===== src/design/bmh_ram.sv =====
// ----------------------------------------------------------------------------
// bmh_ram: generic single-write, single-read RAM
// One write port and one read port; read data is registered.
// ----------------------------------------------------------------------------
module bmh_ram #(
  parameter int WIDTH = 8,
  parameter int DEPTH = 16
) (
  input  logic                     clk,
  input  logic                     we,
  input  logic [$clog2(DEPTH)-1:0] waddr,
  input  logic [WIDTH-1:0]         wdata,
  input  logic [$clog2(DEPTH)-1:0] raddr,
  output logic [WIDTH-1:0]         rdata
);

  logic [WIDTH-1:0] mem [DEPTH];

  // Write port and registered read port.
  always_ff @(posedge clk) begin
    if (we) begin
      mem[waddr] <= wdata;
    end
    rdata <= mem[raddr];
  end

endmodule


===== config.mk =====
export PLATFORM = sky130hd
export DESIGN_NAME = bmh_ram
export DESIGN_NICKNAME = d
export VERILOG_FILES = /design/src/design/bmh_ram.sv
export SDC_FILE = /design/constraint.sdc
export NUM_CORES = 1
export LEC_CHECK = 0
export ABC_AREA = 1
export BUFFER_PORTS_ARGS = -buffer_cell sky130_fd_sc_hd__buf_2
export CORE_MARGIN = 5
export CORE_UTILIZATION = 40
export DETAILED_ROUTE_END_ITERATION = 12
export GPL_ROUTABILITY_DRIVEN = 0
export MAX_ROUTING_LAYER = met4
export SYNTH_ARGS = -nofsm -noshare
export SYNTH_HDL_FRONTEND = slang
export SYNTH_SLANG_ARGS = --single-unit

===== constraint.sdc =====
create_clock -name clk -period 2.2 [get_ports clk]
set_input_delay 0.11 -clock clk [delete_from_list [all_inputs] [get_ports clk]]
set_output_delay 0.11 -clock clk [all_outputs]
set_load 0.005 [all_outputs]

Word-level counts from Yosys, hierarchy flattened
Memories as Yosys holds them, arrays and structs flattened. A register that Yosys moved wholly into a read port is not among the register bits. Cells that the tools add are included.

Multiplexer cells: 2.

Operators by type and width (count): 2-to-1 mux 1 bit (2).

Register bits: 0. Bits in writable memories: 128. Input bits: 18. Output and inout bits: 8. Word-level logic and storage cells: 3. Memories kept: 1.

Memory list: mem (depth 16, width 8, read ports 1, clocked after memory_dff 1, wr ports 1, RTL line 17) `logic [WIDTH-1:0] mem [DEPTH];`.

Longest topological paths before layout
Word-level depth: 2. Mapped depth: 8. Gate-level depth less buffers: 7.

Worst setup path after synthesis
No wires, ideal clock.

Path type: input to register. From: in waddr[2]. To: mem mem[10][0] (enable). Library setup time: 370 ps. Arrival: 691 ps. Required time: 1830 ps. Setup slack: 1139 ps. Stages on the path: 2. Buffers on the path: 0. Cells stage by stage: nand3b_1 nor2_1.

RTL lines: from (decl) (RTL line 11) `input logic [$clog2(DEPTH)-1:0] waddr,`; to (decl) (RTL line 17).

Straight into the memory's write port.

==> key figures <==
Synthesis
  – Leading cell types by count after synthesis: 173 x nand2_1, 128 x edfxtp_1, 100 x inv_1
  – Avg Cell Area, Syn: approximately 10 um^2
  – Syn nets: 569
  – Count of unique library cells instantiated by Yosys: 12
  – Post-synth EDFFs: 128
  – Post-synth ARST share: 0%
  – Most numerous cell in the Yosys netlist: nand2_1
  – Part of the Yosys area used for sequential elements: 69.4%
  – Syn Std Cell Area: 5770 um^2
  – Gate Count Post-Synth: 551
  – Top cells by area, synth: edfxtp_1 67%, nand2_1 11%, nand3_1 8.4%
  – Yosys top cell by area: edfxtp_1
  – Synth top area share: between 60 and 70%
  – FF+latch count, synth: 136
  – Main flop type after synthesis: edfxtp_1
  – Synth warn: 0

Detailed routing
  – Met3 wire len: between 600 and 700 um
  – Wire length on met2: 6700 um
  – Iter 0 DRT Violations: 320
  – DR pass1 iterations: 5
  – Max layer used: met4
  – M1 WL: 6090 um
  – DRC: 0
  – DRT Wirelength: 13,600 um
  – DR vias/cell: 4.91
  – DR WL/cell: around 18 um
  – Post-DRT Antenna Nets: 0
  – Via count: 3,797

Global route
  – Vias in the first global route: 3,728
  – Initial antenna violation count: 0
  – Largest net degree at the start of global routing: 65
  – First-pass GRT wire length: around 21,000 um
  – Tot GR Track Use: 17.5%
  – GRT overflow: 0

CTS
  – Setup Fix Bufs, Post-CTS: 0
  – Clock slew seen by the registers of the worst setup and hold paths: 0.06 ns
  – TritonCTS clock tree: built
  – CTS Root Cell: clkbuf_16
  – Total CTS buffers: 17
  – Htree depth: 4
  – CTS max path bufs: 2
  – Post-CTS sizing: 0
  – Clock latency on the worst-skew pair: 0.41 ns
  – Hold-fix buffers, CTS: 0
  – Clock Sinks: 136

Setup path
  – Worst path bufs/invs: 2
  – R2R depth: 6
  – CP startpoint kind: input port
  – FF-to-FF End: rdata[0]
  – Critical-path top delay cell: buf_4
  – Critical Path Most Common Cell: nand3_1
  – Crit. End Element: register
  – Worst path cell trace: buf_2 -> buf_4 -> nand2_1 -> nand3_1 -> nand3_1 -> nand3_1 -> nand2_1
  – Crit path kind: input port to register
  – Delay-heaviest family, CP: buffers and inverters
  – Critical path peak fanout: 64
  – Data arrival time of the worst path: 1.45 ns
  – Slowest Stage Delay on Critical Path: 0.55 ns
  – Reg-to-reg startpoint: mem[15][0]
  – Reg2Reg Setup Slack: 1.09 ns
  – Req. time, crit path: 2.49 ns

Power and ir drop
  – PwrDens: 903 nW/um^2
  – Worst VDD drop: 0.000474 V
  – Tot Pwr: 5970 uW
  – Leak: 0.00285 uW

STA
  – Period utilisation layout: 52.6%
  – Fin Setup TNS: 0 ns
  – Final hold slack: 0.0782 ns
  – Max Clock Skew: 0.00720 ns
  – Achievable Freq: 864 MHz
  – Slew Limit Fails: 0
  – Final critical-path required period: 1.16 ns
  – Slew HR: about half
  – # setup viols final: 0
  – RSZ-0062 raised after global routing: no
  – Hold Fails Final Rpt: 0
  – Tightest Pin Transition: 0.776 ns

Layout
  – Fill cells: 1,298
  – Multi-input gate area: 1210 um^2
  – Share of layout cells above drive strength 1: a little under an eighth
  – Util after Layout: 47.3%
  – Area delta synth->final: 14.7%
  – Register area: 4000 um^2
  – # diodes: 0
  – Layout net count: 599

Run
  – Max_cap viols: 0

Place
  – Dpl hpwl: 8500 um
  – IO Port Bufs: 25

Floorplanning
  – Starting Density: 41.2%
  – Full die area: 16,900 um^2
  – I/O pin cnt: 26
  – Num rows: between 40 and 50
  – Chip width: around 130 um
  – Die H: about 130 um
  – Core ar.: roughly 14,000 um^2

Min path
  – Worst Hold Endpoint: rdata[1]
  – Worst hold path depth: 3
  – Min-delay worst type: input port to register
  – HP Start: raddr[3]

Outcome
  – Status: finished, final reports clean
-- worst reg2reg max path: cells and delay by family, from the launching register on --
kind                   cells  cell delay [ns]
and+or+nand+nor            5             0.55
DFF                        1             0.37
buffers and inverters      1             0.06
-- final cells by class --
cell class              instances  area share (%)
multi-input cells             289            18.3
clock buffers                  21            7.26
well taps                     180            3.40
flip-flops and latches        136            60.5
inverters                     102            5.79
clock inverters                11            1.48
repair buffers                 35            3.21
-- layout by cell type (no fill, tap or decap), types with 8 or more instances in the layout --
master,n
buf_2,25
buf_4,9
clkbuf_16,17
dfxtp_1,8
edfxtp_1,128
inv_1,100
nand2_1,173
nand3_1,97
nor2_1,17
-- power by group --
group,internal (uW),switching [uW]
Sequential,2900,21.9
Combinational,97.7,253
Clock,1670,1040
-- state kept, by name, summed over array words and instances (netlist names) --
signal  count
rdata       8
mem       128
-- cells by family (layout without fill, tap and decap cells) --
logic type	Yosys count	count (layout)	share of synthesized area [%]
flops	136	136	69.4
buf+inv	126	169	9.52
simple gates	289	289	21.0
-- routing by layer --
| layer | track usage (%) | up-vias |
|---|---|---|
| met2 | 28.1 | 105 |
| li1 | - | 1835 |
| met4 | 4.71 | 0 |
| met5 | - | - |
| met3 | 3.64 | 15 |
| met1 | 22.7 | 1842 |
-- metrics by stage --
step                      setup slack, ns  cells  area [um^2]
after floorplan                      1.14    551         5770
after global placement              0.672    742         6040
after detailed placement            0.645    742         6040
after CTS                            1.07    774         6620
after global routing                0.963    774         6620
final                                1.04    774         6620
-- worst max-delay path by stage --
| stage | startpoint | to | slack (ns) | cells after the start |
|---|---|---|---|---|
| global placement | raddr[0] | rdata[6] | 0.67 | 7 |
| floorplan | waddr[2] | mem[10][0] | 1.14 | 2 |
| CTS | waddr[3] | mem[7][6] | 1.07 | 3 |
| global route | waddr[3] | mem[7][6] | 0.96 | 3 |
| finish | raddr[0] | rdata[0] | 1.04 | 7 |
| detailed placement | waddr[3] | mem[7][0] | 0.64 | 3 |
Note: power is estimated with default switching activity, not from simulation.
