--- src/design/bmh_pkg.sv ---
// ----------------------------------------------------------------------------
// bmh_pkg: shared definitions for the binary min-heap
// Sizes, status codes, the microcode control word, the datapath flag
// bundle and the read-only microprogram that sequences every operation.
// ----------------------------------------------------------------------------
package bmh_pkg;

  // Heap geometry and entry layout.
  localparam int HEAP_DEPTH = 1024;
  localparam int KEY_BITS   = 31;
  localparam int TAG_BITS   = 16;
  localparam int ENT_W      = KEY_BITS + TAG_BITS;
  localparam int IDX_W      = $clog2(HEAP_DEPTH);
  localparam int OCC_BITS   = $clog2(HEAP_DEPTH + 1);
  localparam int CHI_W      = IDX_W + 2;

  // Result status codes.
  localparam logic [1:0] STATUS_OK        = 2'd0;
  localparam logic [1:0] STATUS_POP_EMPTY = 2'd1;
  localparam logic [1:0] STATUS_PUSH_FULL = 2'd2;

  // Command codes.
  localparam logic CMD_PUSH = 1'b0;
  localparam logic CMD_POP  = 1'b1;

  // Microprogram step addresses.
  localparam int PC_W = 4;
  localparam logic [PC_W-1:0] S_IDLE   = 4'd0;
  localparam logic [PC_W-1:0] S_DISP   = 4'd1;
  localparam logic [PC_W-1:0] S_PINIT  = 4'd2;
  localparam logic [PC_W-1:0] S_UPRD   = 4'd3;
  localparam logic [PC_W-1:0] S_UPCMP  = 4'd4;
  localparam logic [PC_W-1:0] S_PUT    = 4'd5;
  localparam logic [PC_W-1:0] S_FULLST = 4'd6;
  localparam logic [PC_W-1:0] S_POP0   = 4'd7;
  localparam logic [PC_W-1:0] S_POP1   = 4'd8;
  localparam logic [PC_W-1:0] S_POP2   = 4'd9;
  localparam logic [PC_W-1:0] S_DNL    = 4'd10;
  localparam logic [PC_W-1:0] S_DNR    = 4'd11;
  localparam logic [PC_W-1:0] S_DNSEL  = 4'd12;
  localparam logic [PC_W-1:0] S_DNCMP  = 4'd13;
  localparam logic [PC_W-1:0] S_EMPST  = 4'd14;
  localparam logic [PC_W-1:0] S_DONE   = 4'd15;

  // Jump condition codes.
  localparam logic [3:0] C_NONE         = 4'd0;
  localparam logic [3:0] C_ALWAYS       = 4'd1;
  localparam logic [3:0] C_NO_BEAT      = 4'd2;
  localparam logic [3:0] C_CMD_POP      = 4'd3;
  localparam logic [3:0] C_FULL         = 4'd4;
  localparam logic [3:0] C_POS_ZERO     = 4'd5;
  localparam logic [3:0] C_CUR_GE_RD    = 4'd6;
  localparam logic [3:0] C_EMPTY        = 4'd7;
  localparam logic [3:0] C_CNT_ZERO     = 4'd8;
  localparam logic [3:0] C_NO_LEFT      = 4'd9;
  localparam logic [3:0] C_NO_RIGHT     = 4'd10;
  localparam logic [3:0] C_RD_GE_CHILD  = 4'd11;
  localparam logic [3:0] C_CUR_LE_CHILD = 4'd12;
  localparam logic [3:0] C_OUT_BUSY     = 4'd13;

  // Read address sources.
  localparam logic [2:0] RD_NONE   = 3'd0;
  localparam logic [2:0] RD_PARENT = 3'd1;
  localparam logic [2:0] RD_ROOT   = 3'd2;
  localparam logic [2:0] RD_LAST   = 3'd3;
  localparam logic [2:0] RD_LEFT   = 3'd4;
  localparam logic [2:0] RD_RIGHT  = 3'd5;

  // Write data sources (always written at the hole position).
  localparam logic [1:0] WR_NONE  = 2'd0;
  localparam logic [1:0] WR_RD    = 2'd1;
  localparam logic [1:0] WR_CUR   = 2'd2;
  localparam logic [1:0] WR_CHILD = 2'd3;

  // Moving entry register sources.
  localparam logic [1:0] CUR_KEEP = 2'd0;
  localparam logic [1:0] CUR_IN   = 2'd1;
  localparam logic [1:0] CUR_RD   = 2'd2;

  // Result register sources.
  localparam logic [1:0] RES_KEEP = 2'd0;
  localparam logic [1:0] RES_ZERO = 2'd1;
  localparam logic [1:0] RES_RD   = 2'd2;

  // Chosen child register sources.
  localparam logic [1:0] CHD_KEEP  = 2'd0;
  localparam logic [1:0] CHD_LEFT  = 2'd1;
  localparam logic [1:0] CHD_RIGHT = 2'd2;

  // Hole position sources.
  localparam logic [2:0] POS_KEEP   = 3'd0;
  localparam logic [2:0] POS_CNT    = 3'd1;
  localparam logic [2:0] POS_PARENT = 3'd2;
  localparam logic [2:0] POS_ZERO   = 3'd3;
  localparam logic [2:0] POS_CHILD  = 3'd4;

  // Entry count operations.
  localparam logic [1:0] CNT_KEEP = 2'd0;
  localparam logic [1:0] CNT_INC  = 2'd1;
  localparam logic [1:0] CNT_DEC  = 2'd2;

  // Status register operations.
  localparam logic [1:0] ST_KEEP  = 2'd0;
  localparam logic [1:0] ST_CLEAR = 2'd1;
  localparam logic [1:0] ST_FULL  = 2'd2;
  localparam logic [1:0] ST_EMPTY = 2'd3;

  // One microcode control word.
  typedef struct packed {
    logic            take;     // input channel open in this step
    logic [3:0]      cond;     // jump condition
    logic            gate;     // datapath actions only when the jump is not taken
    logic [PC_W-1:0] target;   // step when the condition holds
    logic [PC_W-1:0] fall;     // step otherwise
    logic [2:0]      rd_sel;
    logic [1:0]      wr_sel;
    logic [1:0]      cur_sel;
    logic [1:0]      res_sel;
    logic [1:0]      chd_sel;
    logic [2:0]      pos_sel;
    logic [1:0]      cnt_op;
    logic [1:0]      st_sel;
    logic            emit;     // load the output register
  } ucw_t;

  // Datapath conditions seen by the sequencer.
  typedef struct packed {
    logic in_valid;
    logic cmd_pop;
    logic full;
    logic pos_zero;
    logic cur_ge_rd;
    logic empty;
    logic cnt_zero;
    logic no_left;
    logic no_right;
    logic rd_ge_child;
    logic cur_le_child;
    logic out_busy;
  } bmh_flags_t;

  // The microprogram.
  function automatic ucw_t ucode(input logic [PC_W-1:0] pc);
    ucw_t w;
    w = '0;
    unique case (pc)
      S_IDLE: begin
        w.take = 1'b1; w.cond = C_NO_BEAT; w.target = S_IDLE; w.fall = S_DISP;
        w.cur_sel = CUR_IN; w.res_sel = RES_ZERO; w.st_sel = ST_CLEAR;
      end
      S_DISP: begin
        w.cond = C_CMD_POP; w.target = S_POP0; w.fall = S_PINIT;
      end
      S_PINIT: begin
        w.cond = C_FULL; w.gate = 1'b1; w.target = S_FULLST; w.fall = S_UPRD;
        w.pos_sel = POS_CNT; w.cnt_op = CNT_INC;
      end
      S_UPRD: begin
        w.cond = C_POS_ZERO; w.target = S_PUT; w.fall = S_UPCMP;
        w.rd_sel = RD_PARENT;
      end
      S_UPCMP: begin
        w.cond = C_CUR_GE_RD; w.gate = 1'b1; w.target = S_PUT; w.fall = S_UPRD;
        w.wr_sel = WR_RD; w.pos_sel = POS_PARENT;
      end
      S_PUT: begin
        w.cond = C_ALWAYS; w.target = S_DONE; w.fall = S_DONE;
        w.wr_sel = WR_CUR;
      end
      S_FULLST: begin
        w.cond = C_ALWAYS; w.target = S_DONE; w.fall = S_DONE;
        w.st_sel = ST_FULL;
      end
      S_POP0: begin
        w.cond = C_EMPTY; w.gate = 1'b1; w.target = S_EMPST; w.fall = S_POP1;
        w.rd_sel = RD_ROOT; w.cnt_op = CNT_DEC;
      end
      S_POP1: begin
        w.cond = C_CNT_ZERO; w.target = S_DONE; w.fall = S_POP2;
        w.res_sel = RES_RD; w.rd_sel = RD_LAST;
      end
      S_POP2: begin
        w.cond = C_NONE; w.target = S_DNL; w.fall = S_DNL;
        w.cur_sel = CUR_RD; w.pos_sel = POS_ZERO;
      end
      S_DNL: begin
        w.cond = C_NO_LEFT; w.target = S_PUT; w.fall = S_DNR;
        w.rd_sel = RD_LEFT;
      end
      S_DNR: begin
        w.cond = C_NO_RIGHT; w.target = S_DNCMP; w.fall = S_DNSEL;
        w.chd_sel = CHD_LEFT; w.rd_sel = RD_RIGHT;
      end
      S_DNSEL: begin
        w.cond = C_RD_GE_CHILD; w.gate = 1'b1; w.target = S_DNCMP; w.fall = S_DNCMP;
        w.chd_sel = CHD_RIGHT;
      end
      S_DNCMP: begin
        w.cond = C_CUR_LE_CHILD; w.gate = 1'b1; w.target = S_PUT; w.fall = S_DNL;
        w.wr_sel = WR_CHILD; w.pos_sel = POS_CHILD;
      end
      S_EMPST: begin
        w.cond = C_ALWAYS; w.target = S_DONE; w.fall = S_DONE;
        w.st_sel = ST_EMPTY;
      end
      S_DONE: begin
        w.cond = C_OUT_BUSY; w.gate = 1'b1; w.target = S_DONE; w.fall = S_IDLE;
        w.emit = 1'b1;
      end
      default: begin
        w.cond = C_ALWAYS; w.target = S_IDLE; w.fall = S_IDLE;
      end
    endcase
    return w;
  endfunction

endpackage

--- src/design/bmh_useq.sv ---
// ----------------------------------------------------------------------------
// bmh_useq: microcode sequencer for the binary min-heap
// Holds the step counter, fetches the control word from the microprogram
// and resolves conditional jumps against the datapath flags.
// ----------------------------------------------------------------------------
module bmh_useq (
  input  logic                clk,
  input  logic                rst_n,
  input  bmh_pkg::bmh_flags_t flags,
  output bmh_pkg::ucw_t       ctl,
  output logic                exec
);

  logic [bmh_pkg::PC_W-1:0] pc_r;
  logic [bmh_pkg::PC_W-1:0] pc_nxt;
  logic                     taken;

  // Fetch the control word for the current step.
  assign ctl = bmh_pkg::ucode(pc_r);

  // Evaluate the jump condition.
  always_comb begin
    unique case (ctl.cond)
      bmh_pkg::C_NONE:         taken = 1'b0;
      bmh_pkg::C_ALWAYS:       taken = 1'b1;
      bmh_pkg::C_NO_BEAT:      taken = !flags.in_valid;
      bmh_pkg::C_CMD_POP:      taken = flags.cmd_pop;
      bmh_pkg::C_FULL:         taken = flags.full;
      bmh_pkg::C_POS_ZERO:     taken = flags.pos_zero;
      bmh_pkg::C_CUR_GE_RD:    taken = flags.cur_ge_rd;
      bmh_pkg::C_EMPTY:        taken = flags.empty;
      bmh_pkg::C_CNT_ZERO:     taken = flags.cnt_zero;
      bmh_pkg::C_NO_LEFT:      taken = flags.no_left;
      bmh_pkg::C_NO_RIGHT:     taken = flags.no_right;
      bmh_pkg::C_RD_GE_CHILD:  taken = flags.rd_ge_child;
      bmh_pkg::C_CUR_LE_CHILD: taken = flags.cur_le_child;
      bmh_pkg::C_OUT_BUSY:     taken = flags.out_busy;
      default:                 taken = 1'b0;
    endcase
  end

  // Gated steps suppress their datapath actions when they jump.
  assign exec   = !(ctl.gate && taken);
  assign pc_nxt = taken ? ctl.target : ctl.fall;

  // Step counter.
  always_ff @(posedge clk) begin
    if (!rst_n) begin
      pc_r <= bmh_pkg::S_IDLE;
    end else begin
      pc_r <= pc_nxt;
    end
  end

endmodule

--- config.mk ---
export PLATFORM = sky130hd
export DESIGN_NAME = bmh_useq
export DESIGN_NICKNAME = d
export VERILOG_FILES = /design/src/design/bmh_pkg.sv /design/src/design/bmh_useq.sv
export SDC_FILE = /design/constraint.sdc
export NUM_CORES = 1
export LEC_CHECK = 0
export ABC_AREA = 1
export BUFFER_PORTS_ARGS = -buffer_cell sky130_fd_sc_hd__buf_4
export CAP_MARGIN = 20
export CORE_MARGIN = 2
export CORE_UTILIZATION = 39
export CTS_CLUSTER_DIAMETER = 120
export CTS_CLUSTER_SIZE = 8
export DETAILED_ROUTE_END_ITERATION = 7
export GPL_ROUTABILITY_DRIVEN = 0
export GPL_TIMING_DRIVEN = 0
export PLACE_DENSITY = 0.78
export SYNTH_ARGS = -nofsm -noshare
export SYNTH_HDL_FRONTEND = slang
export SYNTH_SLANG_ARGS = --single-unit
--- constraint.sdc ---
create_clock -name clk -period 1.5 [get_ports clk]
set_input_delay 0.3 -clock clk [delete_from_list [all_inputs] [get_ports clk]]
set_output_delay 0.3 -clock clk [all_outputs]
set_load 0.01 [all_outputs]
==> metrics.yaml, run 1 <==
die:
  fp.dieW_um: 44.1
  pin_count: 48
  num_rows: 14
  initial_utilization_pct: 41.7
  die_h_um: 44.1
status:
  stop_stage: "global routing (5_1_grt)"
  error_line: "[ERROR DPL-0038] Utilization greater than 100%, impossible to legalize"
  status: "aborted with a tool error"
clocking:
  root_buffer: "clkbuf_4"
  clock-sinks: 4
  h-tree-depth: 1
  cts_made_buffers: 3
  cts_buffer_depth: 2
  holdBufCountCts: 0
yosys:
  syn-num-nets: 140
  ys_seq_elements: 4
  ys_top_cells_by_area: "nand2_1, nor2_1, inv_1, dfxtp_1, nand3_1"
  ys_warn_count: 0
  yosysSeqAreaShare_pct: 12.7
  netlist_instances: 126
  synth.distinct_cells: 15
  syn-mean-instance-area_sq_um: 4.98
  yosysTopAreaCell: "nand2_1"
  yosysTopAreaCellShare_pct: 20.3
  synth_area_sq_um: 628
sta:
  worstEndpointGrtRepair: "ctl[24]"
  worst_path_end_type: "output port"
place:
  port_buffers: 47
  hpwl_mm: 1.87
global_route:
  grt_max_degree: 9
-- stage by stage --
stage	area [sq um]	worst slack (ps)	std cells
CTS	1330	-289	205
floorplan	657	-14.7	126
detailed placement	1030	-275	189
global placement	1030	-299	189
-- synth_stat cells --
cell type and count:
a21oi_4 1, o21ai_0 3, o21ai_2 1, dfxtp_1 4
nor3b_1 1, inv_1 25, nor2_1 27, buf_4 1
nor3_1 1, nand2_1 34, o211ai_1 2, o22ai_1 1
nand3_1 16, nor2_4 3, a21oi_1 6
-- logic make-up after synthesis --
group,Yosys count,synth area share [%]
DFF,4,12.7
buffers and inverters,26,16.1
AOI/OAI and AO/OA,14,14.5
and+or+nand+nor,82,56.6
-- timing repair --
item | in CTS
buffers inserted | 15
endpoints found under the setup margin | 38
resized for setup | 66
pin swaps | 13
==> run 2: changes to the inputs <==
--- a/config.mk
+++ b/config.mk
@@ -8,14 +8,12 @@
 export ABC_AREA = 1
 export BUFFER_PORTS_ARGS = -buffer_cell sky130_fd_sc_hd__buf_4
 export CAP_MARGIN = 20
-export CORE_MARGIN = 2
-export CORE_UTILIZATION = 39
-export CTS_CLUSTER_DIAMETER = 120
-export CTS_CLUSTER_SIZE = 8
+export CORE_AREA = 2 2 63 65
 export DETAILED_ROUTE_END_ITERATION = 7
+export DIE_AREA = 0 0 65 67
 export GPL_ROUTABILITY_DRIVEN = 0
 export GPL_TIMING_DRIVEN = 0
-export PLACE_DENSITY = 0.78
+export PLACE_DENSITY_LB_ADDON = 0.15
 export SYNTH_ARGS = -nofsm -noshare
 export SYNTH_HDL_FRONTEND = slang
 export SYNTH_SLANG_ARGS = --single-unit
==> metrics.yaml, run 2 <==
yosys:
  synth_top_flop_cell: "dfxtp_1"  # unchanged
  synth-edff-count: 0  # unchanged
  ys_seq_elements: 4  # unchanged
  syn-num-nets: 140  # unchanged
  yosysTopAreaCellShare_pct: 20.3  # unchanged
  yosysTopAreaCell: "nand2_1"  # unchanged
  ys_warn_count: 0  # unchanged
  netlist_instances: 126  # unchanged
  yosysSeqAreaShare_pct: 12.7  # unchanged
  synth.distinct_cells: 15  # unchanged
  async_flop_share_pct: 0  # unchanged
  synth_area_sq_um: 628  # unchanged
  synthTopCellsByCount: "nand2_1, nor2_1, inv_1"  # unchanged
  ys_top_cells_by_area: "nand2_1, nor2_1, inv_1, dfxtp_1, nand3_1"  # unchanged
  yosysMostFrequentCell: "nand2_1"  # unchanged
  syn-mean-instance-area_sq_um: 4.98  # unchanged
clocking:
  cts_buffer_depth: 2  # unchanged
  cts_tree: "done"
  clk_pin_slew_ps: 30
  h-tree-depth: 1  # unchanged
  holdBufCountCts: 0  # unchanged
  cts_made_buffers: 3  # unchanged
  clkLatencyLatePin_ps: 220
  clock-sinks: 4  # unchanged
  root_buffer: "clkbuf_8"  # was clkbuf_4
final_layout:
  layout-drive-gt1-share_pct: 70.9
  reg.largest.list: "pc_r: 4 flops"
  postLayoutCoreUtil_pct: 46.5
  largest_register_ffs: 4
  diodes: 0
  instances_no_fill: 254
  regMostFlops: "pc_r"
  final_cell_mix: "buf_4, buf_6, nand2_1, nor2_4, inv_1"
  nets: 222
  fin_area_sq_um: 1680
  layout_commonest_cell: "buf_4"
  syn_to_final_growth_pct: 167
  num-fill-cells: 349
die:
  fp.dieW_um: 65  # was 44.1 um
  core-area_sq_um: 3610
  initial_utilization_pct: 17.4  # was 41.7%
  die_area_sq_um: 4360
  pin_count: 48  # unchanged
  die_h_um: 67  # was 44.1 um
  num_rows: 22  # was 14
sta:
  worst_slack_ps: -288
  fmax_ghz: 0.559
  rsz0062_at_grt: "true"
  period_share_pct: 119
  fin_crit_ps: 1790
  slew_headroom_pct: 81.4
  setup_violations: 32
  drv_slew: 0
  tightest_slew_ps: 277
  fin_skew_ps: 1.01
  holdWs_ps: 336
  hold_violations: 0
routing:
  wl_per_cell_um: 12.6
  viasPerCell: 4.28
  drt_iter0_markers: 36
  drcViolationCount: 0
  vias: 1088
  detail-route-antenna-nets: 0
  drt_pass1_iterations: 5
  wl_mm: 3.21
worst_setup_path:
  crit_top_cell: "buf_6"
  path_delay_family: "buffers and inverters"
  cp-end-kind: "output pin"
  cpPeakStageDelay_ps: 380
  crit_type: "flop to output pin"
  worstPathRequired_ps: 1200
  critPathMaxFanout: 5
  worstPathCellList: "inv_4 -> nor2_4 -> buf_6 -> a21oi_4 -> nor3b_4 -> inv_1 -> buf_6"
  crit_arrival_ps: 1490
  cp_slowest_cell: "dfxtp_4"
  crit_buf_inv: 4
  critPathLaunchType: "flop"
place:
  port_buffers: 47  # unchanged
  dp.cells: 221  # was 189
  hpwl_mm: 2.18  # was 1.87 mm
  dp_slack_ps: -395  # was -275 ps
  place_area_sq_um: 1070  # was 1030 sq um
power:
  p_comb_share_pct: 85.9
  ir_worst_vdd_v: 0.000878
  p_switching_mw: 1.86
  netSwitchingFraction_pct: 47.8
  clockPowerShare_pct: 5.8
  leakagePower_nw: 0.893
  power_frac_seq_pct: 8.3
  p_per_area_nw_per_um2: 2320
  power.internal_mw: 2.03
global_route:
  grt_pass1_vias: 987
  track_usage_pct: 13.0
  overflow: 0
  grt_max_degree: 9
  grt_pass1_wl_mm: 4.46
  antenna_found_initial: 0
status:
  violations: "setup timing"
  status: "finished with violations"  # was aborted with a tool error
min_path:
  hold_path_class: "input port to flop"
job:
  maxCapViolCount: 0
## run 2: cell counts after synthesis
Identical to the previous run, type by type.
## run 2: repair_timing
| action | in CTS | in global routing |
|---|---|---|
| pin swaps | 15 | 22 |
| setup buffers | 22 | 12 |
| resized for setup | 57 | 54 |
| setup endpoints to repair | 38 | 35 |
| hold endpoints to repair | 0 | 0 |
## run 2: cell families (layout without fill, tap and decap cells)
kind of cell    after synthesis  count (layout)  synth area share (%)
buf+inv                      26             106                  16.1
compound gates               14              14                  14.5
flops                         4               4                  12.7
simple gates                 82              82                  56.6
## run 2: area by class of cell
type                    instances  area [sq um]  area share [%]
repair buffers                 77           676            40.3
inverters                      25           116            6.95
flip-flops and latches          4          95.1            5.68
well taps                      48          60.1            3.58
multi-input cells              96           676            40.3
plain buffers                   1          11.3           0.672
clock buffers                   3          41.3            2.46
## run 2: worst paths after layout
path / startpoint / endpoint / slack, ps / cells after the start
worst max register to register: pc_r[1] / pc_r[3] / -70 / 11
worst max-delay path: pc_r[2] / ctl[21] / -290 / 7
worst min register to register: pc_r[3] / pc_r[2] / 780 / 4
worst min-delay path: rst_n / pc_r[0] / 340 / 3
## run 2: per-stage QoR
step                TNS (ps)  power [mW]
finish                 -5660        3.88
global route           -7990        4.14
CTS                    -4210        3.22
detailed placement     -4410        2.33
global placement       -4850        2.34
floorplan              -35.2        1.41
## run 2: worst register-to-register path, stage by stage, from the launching register on
cell and delay (ps):
dfxtp_4 430, nor2_4 100, buf_6 130, nand3_2 70
nand2_2 60, nor2_4 110, nand2_2 70, buf_6 120
nor2_4 200, nand2_1 80, nand2_1 60, nor2_1 40
## run 2: layer usage
layer	track usage (%)	wire [um]	share of wire [%]
met2	23.3	1560	48
met1	15.5	1360	43
met4	3.99	64	2.0
met5	0	0	0
met3	2.70	223	7.0
## run 2: power by group through the flow
stage	Combinational, mW	Sequential [mW]	Clock [mW]
2_1_floorplan	1.19	0.219	0
3_3_place_gp	2.10	0.238	0
3_5_place_dp	2.09	0.238	0
4_1_cts	2.69	0.301	0.230
5_1_grt	3.57	0.333	0.238
6_report	3.33	0.322	0.225
(Power assumes the default switching activity.)
